### config.mk
export PLATFORM = sky130hd
export DESIGN_NAME = rlc_umd_header_parser_core_flat
export DESIGN_NICKNAME = d
export VERILOG_FILES = /design/src/design/rlc_umd_pkg.sv /design/src/design/rlc_umd_in_if.sv /design/src/design/rlc_umd_out_if.sv /design/src/design/rlc_umd_header_parser_core.sv /design/src/design/rlc_umd_front.sv /design/src/design/rlc_umd_queue.sv /design/src/design/rlc_umd_back.sv /design/src/flat_wrapper.sv
export SDC_FILE = /design/constraint.sdc
export NUM_CORES = 1
export LEC_CHECK = 0
export ABC_AREA = 1
export BUFFER_PORTS_ARGS = -buffer_cell sky130_fd_sc_hd__buf_2
export CAP_MARGIN = 5
export CORE_UTILIZATION = 45
export DETAILED_ROUTE_END_ITERATION = 8
export PLACE_DENSITY = 0.66
export SLEW_MARGIN = 20
export SYNTH_ARGS = -nofsm -noshare
export SYNTH_HDL_FRONTEND = slang
export SYNTH_SLANG_ARGS = --single-unit
### constraint.sdc
create_clock -name clk -period 8.8 [get_ports clk]
set_input_delay 0.88 -clock clk [delete_from_list [all_inputs] [get_ports clk]]
set_output_delay 0.88 -clock clk [all_outputs]
set_load 0.05 [all_outputs]
### src/design/rlc_umd_pkg.sv
// Shared types and constants of the RLC UMD header parser.
// Used by the parser front, the queue, the result back end and the top level.
package rlc_umd_pkg;

  localparam int ADDR_W = 3;
  localparam int DATA_W = 32;
  localparam int QUEUE_DEPTH = 4;
  localparam int SUM_W = 16;

  localparam logic REG_SN_MODE = 1'b0;
  localparam logic REG_MAX_LI  = 1'b1;

  localparam logic KIND_LI      = 1'b0;
  localparam logic KIND_SUMMARY = 1'b1;

  localparam logic [10:0] MAX_LI_RESET = 11'h7FF;

  typedef logic [10:0] li_value_t;
  typedef logic [13:0] offset_t;

  typedef enum logic [1:0] {
    ST_OK       = 2'd0,
    ST_PARSE    = 2'd1,
    ST_INVALID  = 2'd2,
    ST_RESERVED = 2'd3
  } status_t;

  typedef struct packed {
    logic      has_li;
    li_value_t li_value;
    logic [4:0] li_index;
    logic      has_sum;
    status_t   status;
    logic [1:0] framing;
    logic [9:0] seq;
    logic [5:0] count;
    offset_t   offset;
    offset_t   dlen;
  } entry_t;

  typedef struct packed {
    logic      kind;
    li_value_t li_value;
    logic [4:0] li_index;
    status_t   status;
    logic [1:0] framing;
    logic [9:0] seq;
    logic [5:0] count;
    offset_t   offset;
    offset_t   dlen;
    logic      last;
  } result_t;

  function automatic result_t li_result(entry_t e);
    result_t r;
    r = '0;
    r.kind = KIND_LI;
    r.li_value = e.li_value;
    r.li_index = e.li_index;
    r.status = ST_OK;
    r.last = !e.has_sum;
    return r;
  endfunction

  function automatic result_t sum_result(entry_t e);
    result_t r;
    r = '0;
    r.kind = KIND_SUMMARY;
    r.status = e.status;
    r.framing = e.framing;
    r.seq = e.seq;
    r.count = e.count;
    r.offset = e.offset;
    r.dlen = e.dlen;
    r.last = 1'b1;
    return r;
  endfunction

endpackage

### src/design/rlc_umd_in_if.sv
// Byte channel into the RLC UMD header parser: valid/ready plus one PDU byte.
// Depends on nothing; LENGTH_BITS sets the width of the PDU length.
interface rlc_umd_in_if #(
  parameter int LENGTH_BITS = 14
);
  logic                   valid;
  logic                   ready;
  logic [7:0]             data_byte;
  logic [LENGTH_BITS-1:0] pdu_len;
  logic                   first_byte;

  modport source (output valid, data_byte, pdu_len, first_byte, input ready);
  modport sink (input valid, data_byte, pdu_len, first_byte, output ready);
endinterface

### src/design/rlc_umd_out_if.sv
// Result channel of the RLC UMD header parser: LI entries and header summaries.
// Depends on nothing.
interface rlc_umd_out_if;
  logic        valid;
  logic        ready;
  logic        result_kind;
  logic [10:0] li_value;
  logic [4:0]  li_index;
  logic [1:0]  status;
  logic [1:0]  framing_info;
  logic [9:0]  seq_number;
  logic [5:0]  li_count;
  logic [13:0] data_offset;
  logic [13:0] payload_len;
  logic        last_of_run;

  modport source (output valid, result_kind, li_value, li_index, status, framing_info,
                  seq_number, li_count, data_offset, payload_len, last_of_run, input ready);
  modport sink (input valid, result_kind, li_value, li_index, status, framing_info,
                seq_number, li_count, data_offset, payload_len, last_of_run, output ready);
endinterface

### src/design/rlc_umd_header_parser_core.sv
// RLC UMD header parser: takes one PDU byte per clock and returns LI entries and a header
// summary. A byte is accepted every cycle while the four-entry result queue has room; results
// leave one per cycle while the receiver is ready, so a byte that completes the list (LI plus
// summary) yields two results, and a long backpressure on results fills the queue and drops
// ready. The first result of a byte is registered in the queue, then in the output register.
// Registers: sn_mode at 0x0, max_li_value at 0x4; write them only while the parser is idle.
module rlc_umd_header_parser_core #(
  parameter int MAX_INDICATORS = 32,
  parameter int LENGTH_BITS = 14
) (
  input  logic                                clk,
  input  logic                                rst,
  input  logic                                psel,
  input  logic                                penable,
  input  logic                                pwrite,
  input  logic [rlc_umd_pkg::ADDR_W-1:0]      paddr,
  input  logic [rlc_umd_pkg::DATA_W-1:0]      pwdata,
  output logic [rlc_umd_pkg::DATA_W-1:0]      prdata,
  output logic                                pready,
  rlc_umd_in_if.sink                          pdu,
  rlc_umd_out_if.source                       result
);

  logic                sn_mode;
  logic [10:0]         max_li_value;
  logic                q_push, q_pop, q_empty, q_full;
  rlc_umd_pkg::entry_t q_entry, q_head;
  logic                wr_en;

  assign pready = 1'b1;
  assign wr_en = psel && penable && pwrite;

  always_ff @(posedge clk) begin
    if (rst) begin
      sn_mode <= 1'b0;
      max_li_value <= rlc_umd_pkg::MAX_LI_RESET;
    end else if (wr_en) begin
      unique case (paddr[2])
        rlc_umd_pkg::REG_SN_MODE: sn_mode <= pwdata[0];
        rlc_umd_pkg::REG_MAX_LI:  max_li_value <= pwdata[10:0];
        default: begin
        end
      endcase
    end
  end

  always_comb begin
    unique case (paddr[2])
      rlc_umd_pkg::REG_SN_MODE: prdata = {31'b0, sn_mode};
      rlc_umd_pkg::REG_MAX_LI:  prdata = {21'b0, max_li_value};
      default: prdata = '0;
    endcase
  end

  rlc_umd_front #(
    .MAX_INDICATORS(MAX_INDICATORS),
    .LENGTH_BITS(LENGTH_BITS)
  ) u_front (
    .clk(clk),
    .rst(rst),
    .pdu(pdu),
    .sn_mode(sn_mode),
    .max_li_value(max_li_value),
    .q_full(q_full),
    .q_push(q_push),
    .q_entry(q_entry)
  );

  rlc_umd_queue u_queue (
    .clk(clk),
    .rst(rst),
    .push(q_push),
    .push_entry(q_entry),
    .pop(q_pop),
    .head(q_head),
    .empty(q_empty),
    .full(q_full)
  );

  rlc_umd_back u_back (
    .clk(clk),
    .rst(rst),
    .head(q_head),
    .q_empty(q_empty),
    .q_pop(q_pop),
    .result(result)
  );

  a_no_overflow: assert property (@(posedge clk) disable iff (rst) q_push |-> !q_full)
    else $error("result entry pushed into a full queue");

  a_no_underflow: assert property (@(posedge clk) disable iff (rst) q_pop |-> !q_empty)
    else $error("result entry popped from an empty queue");

  a_summary_last: assert property (@(posedge clk) disable iff (rst)
    result.valid && result.result_kind == rlc_umd_pkg::KIND_SUMMARY |-> result.last_of_run)
    else $error("header summary not marked last of its run");

  a_li_then_summary: assert property (@(posedge clk) disable iff (rst)
    result.valid && result.ready && result.result_kind == rlc_umd_pkg::KIND_LI &&
    !result.last_of_run |=> result.valid && result.result_kind == rlc_umd_pkg::KIND_SUMMARY)
    else $error("summary does not follow an LI that is not last of its run");

endmodule

### src/design/rlc_umd_front.sv
// Parser front: accepts PDU bytes, decodes the fixed header and the LI list,
// and pushes result entries into the queue. Depends on rlc_umd_pkg and rlc_umd_in_if.
module rlc_umd_front #(
  parameter int MAX_INDICATORS = 32,
  parameter int LENGTH_BITS = 14
) (
  input  logic                   clk,
  input  logic                   rst,
  rlc_umd_in_if.sink             pdu,
  input  logic                   sn_mode,
  input  logic [10:0]            max_li_value,
  input  logic                   q_full,
  output logic                   q_push,
  output rlc_umd_pkg::entry_t    q_entry
);

  localparam int CNT_W = $clog2(MAX_INDICATORS + 1);
  localparam int LB = LENGTH_BITS;
  localparam int SW = rlc_umd_pkg::SUM_W;

  typedef enum logic [2:0] {
    PH_IDLE, PH_SN10, PH_LI_A, PH_LI_B, PH_LI_C, PH_DONE
  } phase_t;

  phase_t            phase, phase_next;
  logic [LB-1:0]     pos, pos_next;
  logic [LB-1:0]     len, len_next;
  logic [CNT_W-1:0]  cnt, cnt_next;
  logic [SW-1:0]     sum, sum_next;
  logic [10:0]       part, part_next;
  logic              ext, ext_next;
  logic [1:0]        fi, fi_next;
  logic [9:0]        sn, sn_next;

  logic              acc;
  logic [7:0]        b;
  logic [10:0]       li_val;
  logic [LB:0]       step_pos;
  logic [LB:0]       end_pos;
  logic [LB-1:0]     rem;
  logic [SW:0]       sum_wide;
  logic              li_bad;
  logic              has_li, has_sum;
  rlc_umd_pkg::status_t sum_st;
  logic [LB:0]       sum_off, sum_len;

  assign acc = pdu.valid && pdu.ready;
  assign pdu.ready = !q_full;
  assign b = pdu.data_byte;

  always_comb begin
    phase_next = phase;
    pos_next = pos;
    len_next = len;
    cnt_next = cnt;
    sum_next = sum;
    part_next = part;
    ext_next = ext;
    fi_next = fi;
    sn_next = sn;
    has_li = 1'b0;
    has_sum = 1'b0;
    sum_st = rlc_umd_pkg::ST_OK;
    sum_off = '0;
    sum_len = '0;
    li_val = (phase == PH_LI_B) ? (part | {7'b0, b[7:4]}) : (part | {3'b0, b});
    step_pos = {1'b0, pos} + ((phase == PH_LI_B) ? (LB+1)'(1) : (LB+1)'(2));
    end_pos = {1'b0, pos} + (LB+1)'(1);
    rem = len - end_pos[LB-1:0];
    li_bad = (cnt >= CNT_W'(MAX_INDICATORS)) || (li_val == '0) || (li_val > max_li_value);
    sum_wide = {1'b0, sum} + (SW+1)'(li_val);
    if (acc) begin
      if (pdu.first_byte) begin
        pos_next = LB'(1);
        len_next = pdu.pdu_len;
        cnt_next = '0;
        sum_next = '0;
        part_next = '0;
        ext_next = 1'b0;
        fi_next = '0;
        sn_next = '0;
        phase_next = PH_IDLE;
        if (pdu.pdu_len == '0) begin
          has_sum = 1'b1;
          sum_st = rlc_umd_pkg::ST_PARSE;
        end else if (!sn_mode) begin
          fi_next = b[7:6];
          ext_next = b[5];
          sn_next = {5'b0, b[4:0]};
          if (!b[5]) begin
            has_sum = 1'b1;
            sum_off = (LB+1)'(1);
            sum_len = {1'b0, pdu.pdu_len} - (LB+1)'(1);
          end else if (pdu.pdu_len <= LB'(2)) begin
            has_sum = 1'b1;
            sum_st = rlc_umd_pkg::ST_PARSE;
          end else begin
            phase_next = PH_LI_A;
          end
        end else if (pdu.pdu_len < LB'(2)) begin
          has_sum = 1'b1;
          sum_st = rlc_umd_pkg::ST_PARSE;
        end else if (b[7:5] != 3'b000) begin
          has_sum = 1'b1;
          sum_st = rlc_umd_pkg::ST_RESERVED;
        end else begin
          fi_next = b[4:3];
          ext_next = b[2];
          sn_next = {b[1:0], 8'h00};
          phase_next = PH_SN10;
        end
      end else if (phase != PH_IDLE && phase != PH_DONE) begin
        pos_next = pos + LB'(1);
        unique case (phase)
          PH_SN10: begin
            sn_next = {sn[9:8], b};
            if (!ext) begin
              has_sum = 1'b1;
              sum_off = (LB+1)'(2);
              sum_len = {1'b0, len} - (LB+1)'(2);
            end else if (len <= LB'(3)) begin
              has_sum = 1'b1;
              sum_st = rlc_umd_pkg::ST_PARSE;
            end else begin
              phase_next = PH_LI_A;
            end
          end
          PH_LI_A: begin
            ext_next = b[7];
            part_next = {b[6:0], 4'h0};
            phase_next = PH_LI_B;
          end
          PH_LI_B, PH_LI_C: begin
            phase_next = (phase == PH_LI_B) ? PH_LI_C : PH_LI_A;
            if (phase == PH_LI_B) begin
              ext_next = b[3];
              part_next = {b[2:0], 8'h00};
            end
            if (li_bad) begin
              has_sum = 1'b1;
              sum_st = rlc_umd_pkg::ST_INVALID;
            end else begin
              has_li = 1'b1;
              cnt_next = cnt + CNT_W'(1);
              sum_next = sum_wide[SW] ? '1 : sum_wide[SW-1:0];
              if (ext) begin
                if (step_pos >= {1'b0, len}) begin
                  has_sum = 1'b1;
                  sum_st = rlc_umd_pkg::ST_PARSE;
                end
              end else if (end_pos >= {1'b0, len} || sum_next >= SW'(rem)) begin
                has_sum = 1'b1;
                sum_st = rlc_umd_pkg::ST_INVALID;
              end else begin
                has_sum = 1'b1;
                sum_off = end_pos;
                sum_len = (LB+1)'(rem);
              end
            end
          end
          default: begin
          end
        endcase
      end
      if (has_sum) begin
        phase_next = PH_DONE;
      end
    end
  end

  always_comb begin
    q_entry = '0;
    q_entry.has_li = has_li;
    q_entry.li_value = li_val;
    q_entry.li_index = 5'(cnt);
    q_entry.has_sum = has_sum;
    q_entry.status = sum_st;
    q_entry.framing = fi_next;
    q_entry.seq = sn_next;
    q_entry.count = 6'(cnt_next);
    q_entry.offset = rlc_umd_pkg::offset_t'(sum_off);
    q_entry.dlen = rlc_umd_pkg::offset_t'(sum_len);
  end

  assign q_push = acc && (has_li || has_sum);

  always_ff @(posedge clk) begin
    if (rst) begin
      phase <= PH_IDLE;
      pos <= '0;
      len <= '0;
      cnt <= '0;
      sum <= '0;
      part <= '0;
      ext <= 1'b0;
      fi <= '0;
      sn <= '0;
    end else begin
      phase <= phase_next;
      pos <= pos_next;
      len <= len_next;
      cnt <= cnt_next;
      sum <= sum_next;
      part <= part_next;
      ext <= ext_next;
      fi <= fi_next;
      sn <= sn_next;
    end
  end

endmodule

### src/design/rlc_umd_queue.sv
// Short queue of result entries between the parser front and the result back end.
// Depends on rlc_umd_pkg.
module rlc_umd_queue (
  input  logic                clk,
  input  logic                rst,
  input  logic                push,
  input  rlc_umd_pkg::entry_t push_entry,
  input  logic                pop,
  output rlc_umd_pkg::entry_t head,
  output logic                empty,
  output logic                full
);

  localparam int DEPTH = rlc_umd_pkg::QUEUE_DEPTH;
  localparam int PW = $clog2(DEPTH);

  rlc_umd_pkg::entry_t mem [DEPTH];
  logic [PW-1:0] wr_ptr, rd_ptr;
  logic [PW:0]   count;

  assign empty = (count == '0);
  assign full = (count == (PW+1)'(DEPTH));
  assign head = mem[rd_ptr];

  always_ff @(posedge clk) begin
    if (push) begin
      mem[wr_ptr] <= push_entry;
    end
  end

  always_ff @(posedge clk) begin
    if (rst) begin
      wr_ptr <= '0;
      rd_ptr <= '0;
      count <= '0;
    end else begin
      if (push) begin
        wr_ptr <= (wr_ptr == PW'(DEPTH - 1)) ? '0 : wr_ptr + PW'(1);
      end
      if (pop) begin
        rd_ptr <= (rd_ptr == PW'(DEPTH - 1)) ? '0 : rd_ptr + PW'(1);
      end
      unique case ({push, pop})
        2'b10: count <= count + (PW+1)'(1);
        2'b01: count <= count - (PW+1)'(1);
        default: count <= count;
      endcase
    end
  end

endmodule

### src/design/rlc_umd_back.sv
// Result back end: pops queue entries and presents them as one or two results
// through an output register. Depends on rlc_umd_pkg and rlc_umd_out_if.
module rlc_umd_back (
  input  logic                clk,
  input  logic                rst,
  input  rlc_umd_pkg::entry_t head,
  input  logic                q_empty,
  output logic                q_pop,
  rlc_umd_out_if.source       result
);

  rlc_umd_pkg::entry_t  held;
  rlc_umd_pkg::result_t res;
  logic                 res_valid;
  logic                 pend_sum;
  logic                 load;

  assign load = !res_valid || result.ready;
  assign q_pop = load && !pend_sum && !q_empty;

  always_ff @(posedge clk) begin
    if (rst) begin
      res_valid <= 1'b0;
      pend_sum <= 1'b0;
    end else if (load) begin
      if (pend_sum) begin
        res <= rlc_umd_pkg::sum_result(held);
        res_valid <= 1'b1;
        pend_sum <= 1'b0;
      end else if (!q_empty) begin
        held <= head;
        res_valid <= 1'b1;
        if (head.has_li) begin
          res <= rlc_umd_pkg::li_result(head);
          pend_sum <= head.has_sum;
        end else begin
          res <= rlc_umd_pkg::sum_result(head);
        end
      end else begin
        res_valid <= 1'b0;
      end
    end
  end

  assign result.valid = res_valid;
  assign result.result_kind = res.kind;
  assign result.li_value = res.li_value;
  assign result.li_index = res.li_index;
  assign result.status = res.status;
  assign result.framing_info = res.framing;
  assign result.seq_number = res.seq;
  assign result.li_count = res.count;
  assign result.data_offset = res.offset;
  assign result.payload_len = res.dlen;
  assign result.last_of_run = res.last;

endmodule
### src/flat_wrapper.sv
// flat-port wrapper written by rule: the top's interface ports become plain ports
module rlc_umd_header_parser_core_flat 
#(
  parameter int MAX_INDICATORS = 32,
  parameter int LENGTH_BITS = 14
)
  (clk, rst, psel, penable, pwrite, paddr, pwdata, prdata, pready, pdu_valid, pdu_data_byte, pdu_pdu_len, pdu_first_byte, pdu_ready, result_valid, result_result_kind, result_li_value, result_li_index, result_status, result_framing_info, result_seq_number, result_li_count, result_data_offset, result_payload_len, result_last_of_run, result_ready);
  rlc_umd_in_if #(.LENGTH_BITS(LENGTH_BITS)) pdu_i ();
  rlc_umd_out_if result_i ();
  input  logic clk;
  input  logic rst;
  input  logic psel;
  input  logic penable;
  input  logic pwrite;
  input  logic [rlc_umd_pkg::ADDR_W-1:0] paddr;
  input  logic [rlc_umd_pkg::DATA_W-1:0] pwdata;
  output logic [rlc_umd_pkg::DATA_W-1:0] prdata;
  output logic pready;
  input wire logic [$bits(pdu_i.valid)-1:0] pdu_valid;
  input wire logic [$bits(pdu_i.data_byte)-1:0] pdu_data_byte;
  input wire logic [$bits(pdu_i.pdu_len)-1:0] pdu_pdu_len;
  input wire logic [$bits(pdu_i.first_byte)-1:0] pdu_first_byte;
  output wire logic [$bits(pdu_i.ready)-1:0] pdu_ready;
  output wire logic [$bits(result_i.valid)-1:0] result_valid;
  output wire logic [$bits(result_i.result_kind)-1:0] result_result_kind;
  output wire logic [$bits(result_i.li_value)-1:0] result_li_value;
  output wire logic [$bits(result_i.li_index)-1:0] result_li_index;
  output wire logic [$bits(result_i.status)-1:0] result_status;
  output wire logic [$bits(result_i.framing_info)-1:0] result_framing_info;
  output wire logic [$bits(result_i.seq_number)-1:0] result_seq_number;
  output wire logic [$bits(result_i.li_count)-1:0] result_li_count;
  output wire logic [$bits(result_i.data_offset)-1:0] result_data_offset;
  output wire logic [$bits(result_i.payload_len)-1:0] result_payload_len;
  output wire logic [$bits(result_i.last_of_run)-1:0] result_last_of_run;
  input wire logic [$bits(result_i.ready)-1:0] result_ready;
  assign pdu_i.valid = pdu_valid;
  assign pdu_i.data_byte = pdu_data_byte;
  assign pdu_i.pdu_len = pdu_pdu_len;
  assign pdu_i.first_byte = pdu_first_byte;
  assign pdu_ready = pdu_i.ready;
  assign result_valid = result_i.valid;
  assign result_result_kind = result_i.result_kind;
  assign result_li_value = result_i.li_value;
  assign result_li_index = result_i.li_index;
  assign result_status = result_i.status;
  assign result_framing_info = result_i.framing_info;
  assign result_seq_number = result_i.seq_number;
  assign result_li_count = result_i.li_count;
  assign result_data_offset = result_i.data_offset;
  assign result_payload_len = result_i.payload_len;
  assign result_last_of_run = result_i.last_of_run;
  assign result_i.ready = result_ready;
  rlc_umd_header_parser_core #(.MAX_INDICATORS(MAX_INDICATORS), .LENGTH_BITS(LENGTH_BITS)) u_core (.clk(clk), .rst(rst), .psel(psel), .penable(penable), .pwrite(pwrite), .paddr(paddr), .pwdata(pwdata), .prdata(prdata), .pready(pready), .pdu(pdu_i), .result(result_i));
endmodule
==> results.sh <==
export IMPL_initial_core_util_pct=45.8
export IMPL_routabilityCongestion=0.926
export IMPL_worstReg2RegStart="u_core.u_front.pos[0]$_SDFFE_PP0P_"
export IMPL_clk_path_buf_depth=3
export IMPL_finalHoldViolations=0
export IMPL_start_kind="register"
export IMPL_synth_edf_count=378
export IMPL_numCtsBuffers=48
export IMPL_path_clk_slew_ns=0.07
export IMPL_cts_tree="done"
export IMPL_slowest_stage="xor2_1"
export IMPL_powerDensity_nw_per_um2=294
export IMPL_clkLatencyLatePin_ns=0.59
export IMPL_cp_data_arrival_time_ns=6.41
export IMPL_post_cts_buffers=0
export IMPL_ys_warn_count=0
export IMPL_crit_end="u_core.u_queue.mem[3][1]$_DFFE_PP_"
export IMPL_grt_pass1_vias=15392
export IMPL_min_period_over_period_pct=69.7
export IMPL_drive_above_1_share_pct=13.3
export IMPL_worstPathCellList="ha_1, nand3_1, nor2_1, nand2_1, xor2_1, inv_1, ha_1, a21oi_1, o21ai_0, nand2_1, o2111ai_1, xor2_1, inv_1, ha_1, a211o_1, a31oi_1, nand3_1, nor2_4, nand3_4, inv_6, nand2_1, a21boi_0"
export IMPL_final_max_slew_viol_count=0
export IMPL_grt_antenna_before_repair=4
export IMPL_path_delay_family="compound AO/OA/AOI/OAI gates"
export IMPL_timing_fmax_ghz=0.163
export IMPL_synthCells=2170
export IMPL_grt_overflow=0
export IMPL_drt_iter0_markers=1294
export IMPL_period_needed_ns=6.13
export IMPL_setup_tns_final_ns=0
export IMPL_grt_max_degree=97
export IMPL_synth_avg_cell_area_um2=10.4
export IMPL_layout_common_cells="edfxtp_1 (378), nor2_1 (267), nand2_1 (260)"
export IMPL_drt_wirelength_per_cell_um=18.4
export IMPL_yosysUniqueCellTypes=61
export IMPL_worst_slack_ns=2.67
export IMPL_crit_path_start="u_core.u_front.pos[0]$_SDFFE_PP0P_"
export IMPL_worstPathRequired_ns=9.08
export IMPL_via_per_inst=5.40
export IMPL_ir_worst_vdd_mv=0.237
export IMPL_grt_first_pass_wirelength_mm=84.2
export IMPL_dr_pass1_iters=6
export IMPL_numPortBuffers=120
export IMPL_chipHeight_um=226
export IMPL_die_w_um=226
export IMPL_setup_violations=0
export IMPL_worstMarginPinSlew_ns=1.11
export IMPL_ant_nets=0
export IMPL_wl_mm=54.5
export IMPL_critPathKind="reg -> reg"
export IMPL_p_leak_nw=9.97
export IMPL_hold_class="reg -> reg"
export IMPL_areaGrowthSynthToFinish_pct=11.7
export IMPL_synthFlopType="edfxtp_1"
export IMPL_drv_cap=0
export IMPL_async_reset_ff_share_pct=0
export IMPL_postCtsHoldBufs=0
export IMPL_slew_headroom_pct=26.0
export IMPL_drc=0
export IMPL_dr_total_vias=16030
export IMPL_core_region_area_um2=49200
export IMPL_htree_levels=2
export IMPL_outcome="finished clean"
export IMPL_cts_root_buf="clkbuf_16"
export IMPL_ys_ff_latch=474
export IMPL_setup_worst_path_end_class="register"
export IMPL_rows=81
export IMPL_grt_usage_pct=21.4
export IMPL_synth_area_um2=22500
export IMPL_nets=2426
export IMPL_crit_buf_inv=3
export IMPL_dp_slack_ns=2.85
export IMPL_synth_seq_area_share_pct=58.9
export IMPL_post_cts_resized=0
export IMPL_rsz0062_at_grt="no"
export IMPL_rr_worst_depth=22
export IMPL_ios=166
export IMPL_cts_sinks=474
export IMPL_worstReg2RegEnd="u_core.u_queue.mem[3][1]$_DFFE_PP_"
export IMPL_path_max_fanout=15
export IMPL_worst_r2r_setup_slack_ns=2.67
export IMPL_critPathMaxStageDelay_ns=0.59
export IMPL_clock_skew_ns=0.0249
export IMPL_worstSetupPathDepth=22
export IMPL_place_hpwl_mm=36.9
export IMPL_die_area_um2=51000
export IMPL_final_common_cell="edfxtp_1"
==> sequential cells by signal (all words and copies together) (netlist names), 14 cells and up, named ones only <==
signal and cells:
u_core.u_back.held 48, u_core.u_front.len 14, u_core.u_front.sum 16, u_core.u_queue.mem 264, u_core.u_back.result.payload_len 14, u_core.u_front.pos 14, u_core.u_back.result.data_offset 14
==> report_power, final <==
| group | switching [mW] | internal, mW |
|---|---|---|
| combinational | 1.74 | 0.630 |
| clock | 0.852 | 1.12 |
| sequential | 0.148 | 2.91 |
| total | 2.74 | 4.67 |
==> synthesized netlist by cell type (5+ instances only) <==
library cell / instances / share of area (%)
edfxtp_1: 378 / 50
nor2_1: 271 / 4.5
nand2_1: 260 / 4.3
o21ai_0: 211 / 4.7
inv_1: 206 / 3.4
a21oi_1: 144 / 3.2
dfxtp_1: 96 / 8.5
ha_1: 92 / 5.1
clkbuf_1: 76 / 1.3
nand3_1: 65 / 1.4
o22ai_1: 49 / 1.4
a22o_1: 48 / 1.9
xor2_1: 45 / 1.7
nand2_2: 24 / 0.67
buf_4: 23 / 0.77
a21oi_2: 17 / 0.66
nor3_1: 17 / 0.38
a31oi_1: 12 / 0.33
nand2_4: 12 / 0.60
nor2_2: 9 / 0.25
xnor2_1: 9 / 0.35
a211oi_1: 7 / 0.23
nand4_1: 7 / 0.19
buf_2: 6 / 0.13
or2_2: 6 / 0.17
a21boi_0: 5 / 0.17
==> metrics by stage <==
step / util, % / instances / hold slack, ns / area (um2) / total power, mW
6_report: 51.2 / 2971 / 0.471 / 25200 / 7.40
5_1_grt: 51.2 / 2971 / 0.487 / 25200 / 7.78
4_1_cts: 51.2 / 2969 / 0.472 / 25200 / 7.45
3_5_place_dp: 48.1 / 2879 / 0.460 / 23600 / 5.48
3_3_place_gp: 48.1 / 2879 / 0.453 / 23600 / 5.41
2_1_floorplan: - / 2190 / 0.443 / 22600 / 4.84
==> routing by layer <==
layer	vias to the layer above	routed length, um	part of all wire [%]	global-route usage (%)
li1	7692	-	-	-
met1	7807	23500	43	27.9
met2	431	26800	49	36.8
met4	4	1340	2.5	6.65
met5	-	33	0.061	0
met3	96	2880	5.3	2.99
==> area by class of cell <==
class                      count  area [um2]
inverter                     213         818
multi-input combinational   1392        8000
fill                        4339       24000
sequential                   474       13300
clock buffer                  66        1330
timing repair buffer         136         721
antenna                        2        5.00
tap                          664         831
clock inverter                24         188
==> worst min-delay path by stage <==
| stage | endpoint | cells after the start | slack, ns | from |
|---|---|---|---|---|
| global route | u_core.u_front.sum[5]$_SDFFE_PP0P_ | 2 | 0.49 | u_core.u_front.sum[5]$_SDFFE_PP0P_ |
| CTS | u_core.u_front.sum[5]$_SDFFE_PP0P_ | 2 | 0.47 | u_core.u_front.sum[5]$_SDFFE_PP0P_ |
| floorplan | u_core.u_front.sum[2]$_SDFFE_PP0P_ | 2 | 0.44 | u_core.u_front.sum[2]$_SDFFE_PP0P_ |
| global placement | u_core.u_front.sum[0]$_SDFFE_PP0P_ | 2 | 0.45 | u_core.u_front.sum[0]$_SDFFE_PP0P_ |
| detailed placement | u_core.u_front.sum[5]$_SDFFE_PP0P_ | 2 | 0.46 | u_core.u_front.sum[5]$_SDFFE_PP0P_ |
| finish | u_core.u_front.sum[5]$_SDFFE_PP0P_ | 2 | 0.47 | u_core.u_front.sum[5]$_SDFFE_PP0P_ |
==> worst register-to-register path: cells and delay by family, from the launching register on <==
family,cells,cell delay (ns)
compound gates,6,1.54
xor+xnor,2,1.03
fa+ha+maj,3,0.96
buf+inv,3,0.48
flops,1,0.57
simple gates,8,1.26
==> cell families after synthesis <==
group	Yosys count	synth area share, %
AND/OR/NAND/NOR	694	13.6
buffers and inverters	324	6.14
adder cells (fa/ha/maj)	96	5.46
XOR/XNOR	54	2.10
other	2	0.0333
AO/OA/AOI/OAI	526	13.7
flip-flops	474	58.9
(Power assumes the default switching activity.)
